$ cat config.mk
export PLATFORM = sky130hd
export DESIGN_NAME = camera_pixel_format_to_rgba_core
export DESIGN_NICKNAME = d
export VERILOG_FILES = /design/src/hdl/cprgba_pkg.sv /design/src/hdl/cprgba_yuv2rgb.sv /design/src/hdl/camera_pixel_format_to_rgba_core.sv
export SDC_FILE = /design/constraint.sdc
export NUM_CORES = 1
export LEC_CHECK = 0
export ABC_AREA = 0
export BUFFER_PORTS_ARGS = -buffer_cell sky130_fd_sc_hd__clkbuf_2
export CORE_ASPECT_RATIO = 0.8
export CORE_MARGIN = 8
export CORE_UTILIZATION = 55
export CTS_BUF_LIST = sky130_fd_sc_hd__clkbuf_4 sky130_fd_sc_hd__clkbuf_8 sky130_fd_sc_hd__clkbuf_16
export DETAILED_ROUTE_END_ITERATION = 12
export HOLD_SLACK_MARGIN = 0.03
export PLACE_DENSITY = 0.73
export SLEW_MARGIN = 25
export SYNTH_ARGS = -nofsm -noshare
export SYNTH_HDL_FRONTEND = slang
export SYNTH_HIERARCHICAL = 1
export SYNTH_SLANG_ARGS = --single-unit
$ cat constraint.sdc
create_clock -name clk_i -period 10.3 [get_ports clk_i]
set_input_delay 0.515 -clock clk_i [delete_from_list [all_inputs] [get_ports clk_i]]
set_output_delay 0.515 -clock clk_i [all_outputs]
set_load 0.01 [all_outputs]
$ cat src/hdl/cprgba_pkg.sv
// Shared types and constants of the camera pixel format to RGBA converter.
// No dependencies; used by cprgba_yuv2rgb and camera_pixel_format_to_rgba_core.
`default_nettype none

package cprgba_pkg;

  localparam int unsigned FMT_W    = 3;
  localparam int unsigned FRAME_W  = 23;
  localparam int unsigned BYTE_W   = 8;
  localparam int unsigned APB_DW   = 32;
  localparam int unsigned APB_AW   = 3;

  localparam int unsigned MAX_PIXELS_DEF = 4194304;

  localparam logic [FMT_W-1:0]   PIXEL_FORMAT_RST = 3'd0;
  localparam logic [FRAME_W-1:0] FRAME_PIXELS_RST = 23'd307200;

  localparam logic [BYTE_W-1:0] ALPHA_OPAQUE = 8'hFF;
  localparam logic [BYTE_W-1:0] BYTE_ZERO    = 8'h00;

  // Register index, taken from byte address bit 2.
  localparam logic REG_PIXEL_FORMAT = 1'b0;
  localparam logic REG_FRAME_PIXELS = 1'b1;

  typedef enum logic [FMT_W-1:0] {
    FMT_RGBA  = 3'd0,
    FMT_BGRA  = 3'd1,
    FMT_RGB   = 3'd2,
    FMT_BGR   = 3'd3,
    FMT_YUYV  = 3'd4,
    FMT_UYVY  = 3'd5,
    FMT_BLACK = 3'd6
  } fmt_e;

  typedef struct packed {
    logic [BYTE_W-1:0] red;
    logic [BYTE_W-1:0] green;
    logic [BYTE_W-1:0] blue;
    logic [BYTE_W-1:0] alpha;
  } pixel_t;

endpackage

`default_nettype wire

$ cat src/hdl/cprgba_yuv2rgb.sv
// Integer BT.601 conversion of one Y/U/V triple into an opaque RGBA pixel.
// Depends on cprgba_pkg for the pixel type and byte constants.
`default_nettype none

module cprgba_yuv2rgb (
  input  wire logic [cprgba_pkg::BYTE_W-1:0] y_i,
  input  wire logic [cprgba_pkg::BYTE_W-1:0] u_i,
  input  wire logic [cprgba_pkg::BYTE_W-1:0] v_i,
  output cprgba_pkg::pixel_t                 pix_o
);

  localparam int unsigned SUM_W = 20;

  localparam logic signed [SUM_W-1:0] KY     = 20'sd298;
  localparam logic signed [SUM_W-1:0] KRV    = 20'sd409;
  localparam logic signed [SUM_W-1:0] KGU    = 20'sd100;
  localparam logic signed [SUM_W-1:0] KGV    = 20'sd208;
  localparam logic signed [SUM_W-1:0] KBU    = 20'sd516;
  localparam logic signed [SUM_W-1:0] RND    = 20'sd128;
  localparam logic signed [SUM_W-1:0] Y_OFS  = 20'sd16;
  localparam logic signed [SUM_W-1:0] UV_OFS = 20'sd128;
  localparam logic signed [SUM_W-1:0] BYTE_MAX = 20'sd255;

  logic signed [SUM_W-1:0] c_s;
  logic signed [SUM_W-1:0] d_s;
  logic signed [SUM_W-1:0] e_s;
  logic signed [SUM_W-1:0] r_sum;
  logic signed [SUM_W-1:0] g_sum;
  logic signed [SUM_W-1:0] b_sum;

  // Floor divide by 256 and saturate to a byte.
  function automatic logic [cprgba_pkg::BYTE_W-1:0] clamp_byte(
    input logic signed [SUM_W-1:0] sum
  );
    logic signed [SUM_W-1:0] q;
    q = sum >>> 8;
    if (q < 0) begin
      return cprgba_pkg::BYTE_ZERO;
    end else if (q > BYTE_MAX) begin
      return cprgba_pkg::ALPHA_OPAQUE;
    end else begin
      return q[cprgba_pkg::BYTE_W-1:0];
    end
  endfunction

  always_comb begin
    c_s   = $signed({12'b0, y_i}) - Y_OFS;
    d_s   = $signed({12'b0, u_i}) - UV_OFS;
    e_s   = $signed({12'b0, v_i}) - UV_OFS;
    r_sum = KY * c_s + KRV * e_s + RND;
    g_sum = KY * c_s - KGU * d_s - KGV * e_s + RND;
    b_sum = KY * c_s + KBU * d_s + RND;
    pix_o.red   = clamp_byte(r_sum);
    pix_o.green = clamp_byte(g_sum);
    pix_o.blue  = clamp_byte(b_sum);
    pix_o.alpha = cprgba_pkg::ALPHA_OPAQUE;
  end

endmodule

`default_nettype wire

$ cat src/hdl/camera_pixel_format_to_rgba_core.sv
// Top level of the camera pixel format to RGBA converter.
// Depends on cprgba_pkg and instantiates cprgba_yuv2rgb twice.
`default_nettype none

// Channel  Direction  Handshake                  Payload
// in       sink       in_valid_i / in_stall_o    source_byte_i
// out      source     out_valid_o / out_stall_i  red/green/blue/alpha, frame_end, run_last
// cfg      APB slave  psel/penable/pwrite/pready pixel_format (0x0), frame_pixels (0x4)
//
// A byte can be taken in every cycle while in_stall_o is low. A byte that completes a
// group is loaded into the item register at its transfer, and its pixels pass the YUV
// arithmetic into the result register once that register has room, so the first pixel
// reaches the output ports through the item register and then the result register.
// A YUV group gives two pixels, which leave one after the other from the result register; the byte
// stream never outruns the output, so throughput stays at one byte per cycle
// while the output side takes a pixel in every cycle. Reset clears the group
// phase, the held bytes, the pixel counter and both pipeline stages. A stall on
// the output side reaches the input stall in the same cycle only when both the
// item register and the result register are occupied.

module camera_pixel_format_to_rgba_core #(
  parameter int unsigned MAX_PIXELS = cprgba_pkg::MAX_PIXELS_DEF
) (
  input  wire logic                              clk_i,
  input  wire logic                              rst_ni,
  // Byte input.
  input  wire logic                              in_valid_i,
  output logic                                   in_stall_o,
  input  wire logic [cprgba_pkg::BYTE_W-1:0]     source_byte_i,
  // Pixel output.
  output logic                                   out_valid_o,
  input  wire logic                              out_stall_i,
  output logic [cprgba_pkg::BYTE_W-1:0]          red_o,
  output logic [cprgba_pkg::BYTE_W-1:0]          green_o,
  output logic [cprgba_pkg::BYTE_W-1:0]          blue_o,
  output logic [cprgba_pkg::BYTE_W-1:0]          alpha_o,
  output logic                                   frame_end_o,
  output logic                                   run_last_o,
  // Configuration port.
  input  wire logic                              psel,
  input  wire logic                              penable,
  input  wire logic                              pwrite,
  input  wire logic [cprgba_pkg::APB_AW-1:0]     paddr,
  input  wire logic [cprgba_pkg::APB_DW-1:0]     pwdata,
  output logic [cprgba_pkg::APB_DW-1:0]          prdata,
  output logic                                   pready
);

  localparam int unsigned IDX_W = $clog2(MAX_PIXELS);
  localparam int unsigned CNT_W = $clog2(MAX_PIXELS + 1);
  localparam int unsigned CMP_W =
    ((CNT_W > cprgba_pkg::FRAME_W) ? CNT_W : cprgba_pkg::FRAME_W) + 1;
  localparam int unsigned BW = cprgba_pkg::BYTE_W;

  // ---------------------------------------------------------------------------
  // Configuration registers. Writes complete in the access phase; reads are
  // combinational from the address.
  // ---------------------------------------------------------------------------
  logic [cprgba_pkg::FMT_W-1:0]   pixel_format_q;
  logic [cprgba_pkg::FRAME_W-1:0] frame_pixels_q;
  logic                           cfg_wr;

  assign pready = 1'b1;
  assign cfg_wr = psel && penable && pwrite && pready;

  always_ff @(posedge clk_i or negedge rst_ni) begin
    if (!rst_ni) begin
      pixel_format_q <= cprgba_pkg::PIXEL_FORMAT_RST;
      frame_pixels_q <= cprgba_pkg::FRAME_PIXELS_RST;
    end else if (cfg_wr) begin
      if (paddr[2] == cprgba_pkg::REG_PIXEL_FORMAT) begin
        pixel_format_q <= pwdata[cprgba_pkg::FMT_W-1:0];
      end else begin
        frame_pixels_q <= pwdata[cprgba_pkg::FRAME_W-1:0];
      end
    end
  end

  always_comb begin
    if (paddr[2] == cprgba_pkg::REG_FRAME_PIXELS) begin
      prdata = cprgba_pkg::APB_DW'(frame_pixels_q);
    end else begin
      prdata = cprgba_pkg::APB_DW'(pixel_format_q);
    end
  end

  // ---------------------------------------------------------------------------
  // Input side: group assembly and pixel counting. All of the bookkeeping that
  // the next byte depends on is settled at the byte's transfer.
  // ---------------------------------------------------------------------------
  logic [1:0]       phase_q, phase_d;
  logic [BW-1:0]    held0_q, held0_d;
  logic [BW-1:0]    held1_q, held1_d;
  logic [BW-1:0]    held2_q, held2_d;
  logic [IDX_W-1:0] idx_q, idx_d;

  // Item register: one completed group (or one black pixel) waiting for the
  // YUV arithmetic and the result register.
  logic                    s1_valid_q, s1_valid_d;
  logic                    s1_yuv_q, s1_yuv_d;
  logic                    s1_two_q, s1_two_d;
  logic                    s1_end0_q, s1_end0_d;
  logic                    s1_end1_q, s1_end1_d;
  cprgba_pkg::pixel_t      s1_pix_q, s1_pix_d;
  logic [BW-1:0]           s1_y0_q, s1_y0_d;
  logic [BW-1:0]           s1_y1_q, s1_y1_d;
  logic [BW-1:0]           s1_u_q, s1_u_d;
  logic [BW-1:0]           s1_v_q, s1_v_d;

  logic             in_acc;
  logic             s1_load_out;
  logic             three_byte;
  logic             complete;
  logic [BW-1:0]    b2;
  logic [CMP_W-1:0] frame_ext;
  logic [CMP_W-1:0] count_eff;
  logic [CMP_W-1:0] idx_p1;
  logic [CMP_W-1:0] idx_p2;
  logic             end0;
  logic             end1;

  cprgba_pkg::fmt_e fmt;

  assign fmt    = cprgba_pkg::fmt_e'(pixel_format_q);
  assign in_acc = in_valid_i && !in_stall_o;

  // Active pixel count: zero counts as one, and it saturates at MAX_PIXELS.
  always_comb begin
    frame_ext = CMP_W'(frame_pixels_q);
    if (frame_ext == '0) begin
      count_eff = CMP_W'(1);
    end else if (frame_ext > CMP_W'(MAX_PIXELS)) begin
      count_eff = CMP_W'(MAX_PIXELS);
    end else begin
      count_eff = frame_ext;
    end
    idx_p1 = CMP_W'(idx_q) + CMP_W'(1);
    idx_p2 = CMP_W'(idx_q) + CMP_W'(2);
    end0   = (idx_p1 >= count_eff);
    end1   = (idx_p2 >= count_eff);
  end

  always_comb begin
    three_byte = (fmt == cprgba_pkg::FMT_RGB) || (fmt == cprgba_pkg::FMT_BGR);
    // A byte at or past the last place of the current group completes it.
    complete   = three_byte ? (phase_q >= 2'd2) : (phase_q == 2'd3);
    b2         = three_byte ? source_byte_i : held2_q;

    phase_d    = phase_q;
    held0_d    = held0_q;
    held1_d    = held1_q;
    held2_d    = held2_q;
    idx_d      = idx_q;

    s1_valid_d = s1_valid_q && !s1_load_out;
    s1_yuv_d   = s1_yuv_q;
    s1_two_d   = s1_two_q;
    s1_end0_d  = s1_end0_q;
    s1_end1_d  = s1_end1_q;
    s1_pix_d   = s1_pix_q;
    s1_y0_d    = s1_y0_q;
    s1_y1_d    = s1_y1_q;
    s1_u_d     = s1_u_q;
    s1_v_d     = s1_v_q;

    if (in_acc) begin
      s1_end0_d = end0;
      s1_end1_d = end1;
      s1_two_d  = 1'b0;
      s1_yuv_d  = 1'b0;
      case (fmt)
        cprgba_pkg::FMT_RGBA, cprgba_pkg::FMT_BGRA, cprgba_pkg::FMT_RGB,
        cprgba_pkg::FMT_BGR, cprgba_pkg::FMT_YUYV, cprgba_pkg::FMT_UYVY: begin
          if (!complete) begin
            // Still gathering the group: park the byte.
            case (phase_q)
              2'd0: held0_d = source_byte_i;
              2'd1: held1_d = source_byte_i;
              default: held2_d = source_byte_i;
            endcase
            phase_d = phase_q + 2'd1;
          end else begin
            phase_d    = 2'd0;
            s1_valid_d = 1'b1;
            case (fmt)
              cprgba_pkg::FMT_RGBA: s1_pix_d = '{held0_q, held1_q, b2, source_byte_i};
              cprgba_pkg::FMT_BGRA: s1_pix_d = '{b2, held1_q, held0_q, source_byte_i};
              cprgba_pkg::FMT_RGB: begin
                s1_pix_d = '{held0_q, held1_q, b2, cprgba_pkg::ALPHA_OPAQUE};
              end
              cprgba_pkg::FMT_BGR: begin
                s1_pix_d = '{b2, held1_q, held0_q, cprgba_pkg::ALPHA_OPAQUE};
              end
              cprgba_pkg::FMT_YUYV: begin
                s1_yuv_d = 1'b1;
                s1_y0_d  = held0_q;
                s1_u_d   = held1_q;
                s1_y1_d  = held2_q;
                s1_v_d   = source_byte_i;
              end
              default: begin
                s1_yuv_d = 1'b1;
                s1_u_d   = held0_q;
                s1_y0_d  = held1_q;
                s1_v_d   = held2_q;
                s1_y1_d  = source_byte_i;
              end
            endcase
            if (s1_yuv_d) begin
              // The second pixel of a pair is dropped when the first ends the frame.
              s1_two_d = !end0;
              if (end0 || end1) begin
                idx_d = '0;
              end else begin
                idx_d = IDX_W'(idx_p2);
              end
            end else begin
              idx_d = end0 ? '0 : IDX_W'(idx_p1);
            end
          end
        end
        default: begin
          // Black and reserved codes: one opaque black pixel per byte; held bytes stay.
          s1_valid_d = 1'b1;
          s1_pix_d   = '{cprgba_pkg::BYTE_ZERO, cprgba_pkg::BYTE_ZERO,
                         cprgba_pkg::BYTE_ZERO, cprgba_pkg::ALPHA_OPAQUE};
          phase_d    = 2'd0;
          idx_d      = end0 ? '0 : IDX_W'(idx_p1);
        end
      endcase
    end
  end

  always_ff @(posedge clk_i or negedge rst_ni) begin
    if (!rst_ni) begin
      phase_q    <= 2'd0;
      held0_q    <= '0;
      held1_q    <= '0;
      held2_q    <= '0;
      idx_q      <= '0;
      s1_valid_q <= 1'b0;
    end else begin
      phase_q    <= phase_d;
      held0_q    <= held0_d;
      held1_q    <= held1_d;
      held2_q    <= held2_d;
      idx_q      <= idx_d;
      s1_valid_q <= s1_valid_d;
    end
  end

  always_ff @(posedge clk_i) begin
    s1_yuv_q  <= s1_yuv_d;
    s1_two_q  <= s1_two_d;
    s1_end0_q <= s1_end0_d;
    s1_end1_q <= s1_end1_d;
    s1_pix_q  <= s1_pix_d;
    s1_y0_q   <= s1_y0_d;
    s1_y1_q   <= s1_y1_d;
    s1_u_q    <= s1_u_d;
    s1_v_q    <= s1_v_d;
  end

  // ---------------------------------------------------------------------------
  // YUV arithmetic between the item register and the result register.
  // ---------------------------------------------------------------------------
  cprgba_pkg::pixel_t yuv0_pix;
  cprgba_pkg::pixel_t yuv1_pix;
  cprgba_pkg::pixel_t first_pix;

  cprgba_yuv2rgb u_yuv0 (
    .y_i   (s1_y0_q),
    .u_i   (s1_u_q),
    .v_i   (s1_v_q),
    .pix_o (yuv0_pix)
  );

  cprgba_yuv2rgb u_yuv1 (
    .y_i   (s1_y1_q),
    .u_i   (s1_u_q),
    .v_i   (s1_v_q),
    .pix_o (yuv1_pix)
  );

  assign first_pix = s1_yuv_q ? yuv0_pix : s1_pix_q;

  // ---------------------------------------------------------------------------
  // Result register: up to two pixels of one item. Slot 0 drives the ports and
  // slot 1 moves into it after slot 0's transfer. The item register unloads
  // once the result register is empty or about to become empty.
  // ---------------------------------------------------------------------------
  logic [1:0]         cnt_q, cnt_d;
  cprgba_pkg::pixel_t o0_pix_q, o0_pix_d;
  logic               o0_end_q, o0_end_d;
  logic               o0_last_q, o0_last_d;
  cprgba_pkg::pixel_t o1_pix_q, o1_pix_d;
  logic               o1_end_q, o1_end_d;
  logic               out_acc;

  assign out_acc     = (cnt_q != 2'd0) && !out_stall_i;
  assign s1_load_out = s1_valid_q &&
                       ((cnt_q == 2'd0) || ((cnt_q == 2'd1) && out_acc));
  assign in_stall_o  = s1_valid_q && !s1_load_out;

  always_comb begin
    cnt_d     = cnt_q;
    o0_pix_d  = o0_pix_q;
    o0_end_d  = o0_end_q;
    o0_last_d = o0_last_q;
    o1_pix_d  = o1_pix_q;
    o1_end_d  = o1_end_q;
    if (s1_load_out) begin
      cnt_d     = s1_two_q ? 2'd2 : 2'd1;
      o0_pix_d  = first_pix;
      o0_end_d  = s1_end0_q;
      o0_last_d = !s1_two_q;
      o1_pix_d  = yuv1_pix;
      o1_end_d  = s1_end1_q;
    end else if (out_acc) begin
      cnt_d     = cnt_q - 2'd1;
      o0_pix_d  = o1_pix_q;
      o0_end_d  = o1_end_q;
      o0_last_d = 1'b1;
    end
  end

  always_ff @(posedge clk_i or negedge rst_ni) begin
    if (!rst_ni) begin
      cnt_q <= 2'd0;
    end else begin
      cnt_q <= cnt_d;
    end
  end

  always_ff @(posedge clk_i) begin
    o0_pix_q  <= o0_pix_d;
    o0_end_q  <= o0_end_d;
    o0_last_q <= o0_last_d;
    o1_pix_q  <= o1_pix_d;
    o1_end_q  <= o1_end_d;
  end

  assign out_valid_o = (cnt_q != 2'd0);
  assign red_o       = o0_pix_q.red;
  assign green_o     = o0_pix_q.green;
  assign blue_o      = o0_pix_q.blue;
  assign alpha_o     = o0_pix_q.alpha;
  assign frame_end_o = o0_end_q;
  assign run_last_o  = o0_last_q;

endmodule

`default_nettype wire
==> results of run 1 <==
-- power by group through the flow --
stage	clock network, mW	logic, mW	registers (mW)
finish	0.918	3.67	1.47
global route	0.962	4.09	1.50
CTS	0.930	3.63	1.46
detailed placement	0	3.60	1.48
global placement	0	3.50	1.47
floorplan	0	2.78	1.38
-- cell usage after synthesis (5+ instances only) --
| cell | instances | share of area (%) |
|---|---|---|
| dfrtp_1 | 73 | 7.1 |
| a21o_1 | 34 | 1.0 |
| mux2i_1 | 33 | 1.3 |
| edfxtp_1 | 135 | 16 |
| inv_1 | 403 | 5.9 |
| or4_1 | 5 | 0.15 |
| a211oi_1 | 12 | 0.35 |
| nand4_1 | 19 | 0.46 |
| xnor2_1 | 108 | 3.7 |
| xor2_1 | 48 | 1.6 |
| mux2_2 | 84 | 3.7 |
| a21boi_0 | 5 | 0.15 |
| a21oi_1 | 141 | 2.8 |
| and2_1 | 34 | 0.83 |
| and3_1 | 7 | 0.17 |
| nor4_1 | 9 | 0.22 |
| o31ai_1 | 5 | 0.15 |
| o211ai_1 | 15 | 0.44 |
| a221oi_1 | 5 | 0.17 |
| buf_4 | 27 | 0.79 |
| nor3_1 | 27 | 0.53 |
| o21ai_0 | 126 | 2.5 |
| clkbuf_1 | 37 | 0.54 |
| o21bai_1 | 26 | 0.76 |
| nor2b_1 | 16 | 0.39 |
| o21a_1 | 43 | 1.3 |
| or3_1 | 8 | 0.20 |
| nand3_1 | 33 | 0.65 |
| nand2_1 | 169 | 2.5 |
| nor2_1 | 107 | 1.6 |
| o21ai_1 | 5 | 0.098 |
| ha_1 | 527 | 26 |
| fa_1 | 134 | 10 |
| nand2b_1 | 19 | 0.46 |
| or2_2 | 19 | 0.46 |
| a31oi_1 | 25 | 0.61 |
-- critical path, stage by stage (launching register included) --
cell	delay, ns
edfxtp_1	0.38
inv_1	0.21
ha_1	0.22
or3b_2	0.60
inv_1	0.13
ha_1	0.26
ha_1	0.32
fa_1	0.49
fa_1	0.49
ha_1	0.31
ha_1	0.32
o21ai_0	0.12
a21boi_0	0.24
o21ai_0	0.12
a21boi_0	0.24
o21ai_0	0.14
nor2b_1	0.17
o211ai_1	0.48
fa_1	0.52
ha_1	0.31
ha_1	0.37
and3_1	0.20
a2111oi_0	0.43
o311ai_1	0.17
or4b_1	0.71
o21a_1	0.25
mux2i_1	0.20
o21ai_0	0.12
-- final timing paths --
kind,to,startpoint
max in group asynchronous,fmt[0]$_DFFE_PN0P_,rst_ni
min in group clk_i,frame_pixels_q[16]$_DFFE_PN0P_,pwdata[16]
worst max register to register,green_o[7]$_DFFE_PP_,s1_y0_q[4]$_DFFE_PP_
worst max-delay path,green_o[7]$_DFFE_PP_,s1_y0_q[4]$_DFFE_PP_
worst min-delay path,idx_q[3]$_DFFE_PN0P_,rst_ni
worst min register to register,o1_end_q$_DFFE_PP_,s1_end1_q$_DFFE_PP_
-- state kept, by name (all words and copies together), names as in the netlist, 2 cells and up --
name            count
s1_y0_q             8
held2_q             8
green_o             8
s1_pix_q           32
idx_q              22
blue_o              8
cnt_q               2
held0_q             8
phase_q             2
alpha_o             8
s1_v_q              8
s1_y1_q             8
frame_pixels_q     23
fmt                 3
o1_pix_q           32
held1_q             8
s1_u_q              8
red_o               8
-- logic make-up after synthesis --
logic type      after synthesis  share of synthesized area, %
flops                       212                          23.4
compound gates              505                          12.8
other cells                   4                        0.0587
buf+inv                     478                          7.56
xor+xnor                    160                          5.64
mux                         117                          4.99
simple gates                491                          9.34
fa+ha+maj                   661                          36.3
-- final cells by class --
cell class                      count  area [um^2]
Multi-Input combinational cell   1960        17800
Fill cell                        3848        18300
Clock inverter                     15          220
Inverter                          404         1520
Timing Repair Buffer              118          657
Clock buffer                       27          624
Tap cell                          612          766
Sequential cell                   212         5990
-- stage by stage --
step	instance area, um^2	hold slack (ns)
2_1_floorplan	25700	0.219
3_3_place_gp	26700	0.407
3_5_place_dp	26700	0.410
4_1_cts	27500	0.176
5_1_grt	27500	0.0650
6_report	27500	0.00291
-- metal layers --
| layer | global-route usage [%] | part of all wire, % | up-vias |
|---|---|---|---|
| met5 | 0 | 0 | - |
| met4 | 4.75 | 2.1 | 0 |
| met3 | 3.01 | 5.7 | 97 |
| met2 | 38.2 | 45 | 529 |
| met1 | 33.4 | 47 | 9420 |
| li1 | - | - | 9223 |
==> flow_summary_export.csv, run 1 <==
group,metric,value,unit
status,run_status,"finished, final reports clean",
detailed_routing,drt-wirelength-per-cell,19.3,um
global_route,grt_pass1_wl,103,mm
logic_synthesis,yosysWarningCount,6,
sta,max_freq,0.114,GHz
critical_path,worstRegToRegCells,27,
min_path,hold_path.class,"in2async",
floorplan,die-width,257,um
critical_path,worst-path-max-fanout,9,
logic_synthesis,synth_cell_type_count,96,
clock_tree,post-cts-setup-buffers,0,
clock_tree,clock-sinks,212,
sta,setup_viol,0,
critical_path,r2r_slack,1.51,ns
logic_synthesis,syn_area,25600,um^2
clock_tree,cts_tree,"yes",
sta,worstMarginPinSlew,1.04,ns
layout,nNetsFinal,3430,
power_and_ir_drop,ir_worst_vdd,0.128,mV
clock_tree,holdBufCountCts,0,
logic_synthesis,synth_flop_cell,"edfxtp_1",
sta,relSlewSlack,30.4,%
placed_design,dpl.hpwl,52.6,mm
power_and_ir_drop,swShare,45.5,%
detailed_routing,drc,0,
critical_path,crit_path_start_kind,"flip-flop",
logic_synthesis,syn_avg_cell_area,9.74,um^2
sta,finalHoldViolations,0,
logic_synthesis,async_flop_share,36.3,%
floorplan,die_area,53700,um^2
sta,fin_tns_setup,0,ns
clock_tree,htreeDepth,1,
critical_path,critPathKind,"reg2reg",
sta,slew_viol_final,0,
global_route,grt_overflow,0,
placed_design,pre_cts_ws,1.60,ns
layout,syn_to_final_growth,7.65,%
sta,fin_ws,1.51,ns
power_and_ir_drop,cellLeakagePower,13.6,nW
critical_path,cp-end-kind,"flip-flop",
sta,fin_crit_sh,85.4,%
logic_synthesis,yosysSeqAreaShare,23.4,%
logic_synthesis,syn_inst,2628,
sta,period_needed,8.79,ns
critical_path,cp.arrival,9.05,ns
floorplan,die_h,209,um
clock_tree,cts_made_buffers,23,
layout,utilization,60.1,%
global_route,grt_pass1_vias,19200,
run,maxCapViolations,0,
floorplan,initial_core_util,55.9,%
layout,final_cell_mix,"ha_1 (527), inv_1 (403), nand2_1 (169)",
logic_synthesis,ys_seq_elements,212,
placed_design,gp_congestion,0.926,
layout,stdcell_count,3348,
detailed_routing,first_iter_violations,1242,
placed_design,io_buffers,97,
sta,rsz0062_at_grt,"no",
global_route,grtUsageTotal,23.5,%
clock_tree,cts.repair.resized,0,
detailed_routing,first_pass_iters,5,
detailed_routing,drt_wl_total,64.5,mm
detailed_routing,drtAntennaViolNets,0,
clock_tree,cts.path.max_buffers,3,
power_and_ir_drop,p_seq_share,24.3,%
power_and_ir_drop,power_frac_clock,15.1,%
power_and_ir_drop,p_sw,2.76,mW
clock_tree,worstSkewPairLatency,0.55,ns
floorplan,num_io_pins,119,
layout,layout_commonest_cell,"ha_1",
layout,drive_gt1_share,11.5,%
floorplan,row_count,70,
power_and_ir_drop,intPower,3.30,mW
global_route,grt_max_degree,78,
critical_path,required,10.56,ns
floorplan,core-area,45800,um^2
global_route,antenna_found_initial,1,
clock_tree,path_clk_slew,0.07,ns
sta,skew,0.0156,ns
layout,antenna_cells,0,
placed_design,dp.cells,3306,
detailed_routing,num_vias,19300,
detailed_routing,vias_per_cell,5.76,
power_and_ir_drop,p_per_area,220,nW/um^2
power_and_ir_drop,p_total,6.06,mW
clock_tree,root_buffer,"clkbuf_16",
logic_synthesis,synth-edff-count,135,
power_and_ir_drop,combPwrFrac,60.6,%
Note: power is estimated with default switching activity, not from simulation.
==> run 2: changes to the inputs <==
--- a/config.mk
+++ b/config.mk
@@ -13,7 +13,7 @@
 export CTS_BUF_LIST = sky130_fd_sc_hd__clkbuf_4 sky130_fd_sc_hd__clkbuf_8 sky130_fd_sc_hd__clkbuf_16
 export DETAILED_ROUTE_END_ITERATION = 12
 export HOLD_SLACK_MARGIN = 0.03
-export PLACE_DENSITY = 0.73
+export PLACE_DENSITY = 0.7
 export SLEW_MARGIN = 25
 export SYNTH_ARGS = -nofsm -noshare
 export SYNTH_HDL_FRONTEND = slang
==> flow_summary_export.csv, run 2 (same netlist as run 1, synthesis figures left out) <==
group,metric,value,unit
detailed_routing,drt_wl_total,64.5,mm
placed_design,dpl.hpwl,52.5,mm
placed_design,io_buffers,97,
sta,hold_slack,0.00700,ns
layout,drive_gt1_share,11.5,%
global_route,antenna_found_initial,2,
layout,utilization,60.1,%
detailed_routing,vias_per_cell,5.66,
sta,slew_viol_final,0,
global_route,grt_overflow,0,
power_and_ir_drop,combPwrFrac,61.0,%
critical_path,crit_path_start_kind,"flip-flop",
floorplan,die-width,257,um
power_and_ir_drop,p_total,6.05,mW
sta,fin_ws,1.55,ns
floorplan,num_io_pins,119,
detailed_routing,drt-wirelength-per-cell,19.3,um
power_and_ir_drop,ir_worst_vdd,0.166,mV
sta,skew,0.0199,ns
critical_path,cp-end-kind,"flip-flop",
floorplan,initial_core_util,55.9,%
clock_tree,htreeDepth,1,
detailed_routing,drtAntennaViolNets,0,
placed_design,place_area,26700,um^2
critical_path,required,10.55,ns
min_path,hold_path.class,"in2async",
status,run_status,"finished, final reports clean",
clock_tree,worstSkewPairLatency,0.55,ns
clock_tree,cts.repair.resized,0,
power_and_ir_drop,intPower,3.28,mW
clock_tree,cts_tree,"yes",
detailed_routing,drc,0,
placed_design,gp_congestion,0.928,
placed_design,dp.cells,3308,
power_and_ir_drop,p_sw,2.77,mW
sta,fin_crit_sh,85.0,%
sta,worstMarginPinSlew,0.997,ns
power_and_ir_drop,cellLeakagePower,13.6,nW
floorplan,core-area,45800,um^2
layout,stdcell_count,3351,
sta,finalHoldViolations,0,
detailed_routing,first_iter_violations,1209,
detailed_routing,first_pass_iters,5,
global_route,grt_pass1_wl,103,mm
critical_path,cp.arrival,9.00,ns
clock_tree,clock-sinks,212,
clock_tree,root_buffer,"clkbuf_16",
critical_path,critPathKind,"reg2reg",
sta,rsz0062_at_grt,"no",
global_route,grt_max_degree,78,
placed_design,pre_cts_ws,1.57,ns
sta,fin_tns_setup,0,ns
layout,final_area,27500,um^2
critical_path,worst-path-max-fanout,9,
run,maxCapViolations,0,
sta,setup_viol,0,
power_and_ir_drop,power_frac_clock,14.9,%
detailed_routing,num_vias,19000,
layout,seq_area,5990,um^2
power_and_ir_drop,swShare,45.8,%
floorplan,row_count,70,
floorplan,die_h,209,um
layout,layout_commonest_cell,"ha_1",
power_and_ir_drop,p_per_area,220,nW/um^2
layout,nFillCells,3837,
sta,period_needed,8.75,ns
global_route,grt_pass1_vias,19000,
layout,nNetsFinal,3432,
power_and_ir_drop,p_seq_share,24.1,%
clock_tree,cts.path.max_buffers,3,
sta,max_freq,0.114,GHz
global_route,grtUsageTotal,23.6,%
clock_tree,path_clk_slew,0.07,ns
layout,multi_input_area,17800,um^2
layout,syn_to_final_growth,7.58,%
floorplan,die_area,53700,um^2
critical_path,r2r_slack,1.55,ns
sta,relSlewSlack,33.1,%
layout,reg_top3,"o1_pix_q: 32 flops, s1_pix_q: 32 flops, frame_pixels_q: 23 flops",
clock_tree,holdBufCountCts,0,
layout,final_cell_mix,"ha_1 (527), inv_1 (403), nand2_1 (169)",
clock_tree,post-cts-setup-buffers,0,
clock_tree,cts_made_buffers,23,
run 2: cell types whose count changed in the layout (fill, tap and decap cells not counted), moves of 2 or more:
cell      before  now
clkinv_2       4    2
clkinv_1       1    4
clkbuf_8       3    0
buf_4         20   22
clkbuf_4       1    3
run 2: worst paths after layout:
| kind | to | startpoint | depth (start not counted) |
|---|---|---|---|
| worst max-delay path | green_o[6]$_DFFE_PP_ | s1_y0_q[4]$_DFFE_PP_ | 27 |
| worst min-delay path | frame_pixels_q[4]$_DFFE_PN0P_ | rst_ni | 1 |
| worst max register to register | green_o[6]$_DFFE_PP_ | s1_y0_q[4]$_DFFE_PP_ | 27 |
| worst min register to register | o1_end_q$_DFFE_PP_ | s1_end1_q$_DFFE_PP_ | 0 |
| max in group asynchronous | fmt[0]$_DFFE_PN0P_ | rst_ni | 1 |
| min in group clk_i | frame_pixels_q[16]$_DFFE_PN0P_ | pwdata[16] | 2 |
run 2: area by class of cell:
| class | instances | share of cell area [%] |
|---|---|---|
| Timing Repair Buffer | 120 | 2.44 |
| Sequential cell | 212 | 21.7 |
| Multi-Input combinational cell | 1960 | 64.6 |
| Tap cell | 612 | 2.78 |
| Clock buffer | 26 | 2.17 |
| Antenna cell | 1 | 0.00909 |
| Inverter | 404 | 5.52 |
| Clock inverter | 16 | 0.764 |
run 2: power groups by stage:
stage	clock (mW)	sequential [mW]	combinational (mW)
after detailed placement	0	1.46	3.63
final	0.899	1.46	3.69
after floorplan	0	1.38	2.78
after global routing	0.943	1.48	4.10
after global placement	0	1.46	3.54
after CTS	0.915	1.45	3.66
run 2: per-layer routing:
layer / vias up / share of wire (%) / global-route usage, %
met5: - / 0 / 0
met4: 0 / 1.5 / 3.90
met2: 480 / 45 / 38.2
met1: 9179 / 48 / 33.9
met3: 69 / 5.5 / 3.20
li1: 9238 / - / -
run 2: worst max-delay path: stages (launching register included):
cell and delay (ns):
edfxtp_1 0.38, inv_1 0.18, ha_1 0.22, or3b_2 0.60, inv_1 0.13, ha_1 0.26, ha_1 0.32, fa_1 0.49
fa_1 0.49, ha_1 0.30, ha_1 0.32, o21ai_0 0.12, a21boi_0 0.25, o21ai_0 0.15, a21boi_0 0.26, o21ai_0 0.14
nor2b_1 0.17, o211ai_1 0.43, fa_1 0.51, ha_1 0.31, ha_1 0.37, and3_1 0.22, a2111oi_0 0.40, o311ai_1 0.17
or4b_1 0.71, o21a_1 0.24, mux2i_1 0.20, o21ai_0 0.14
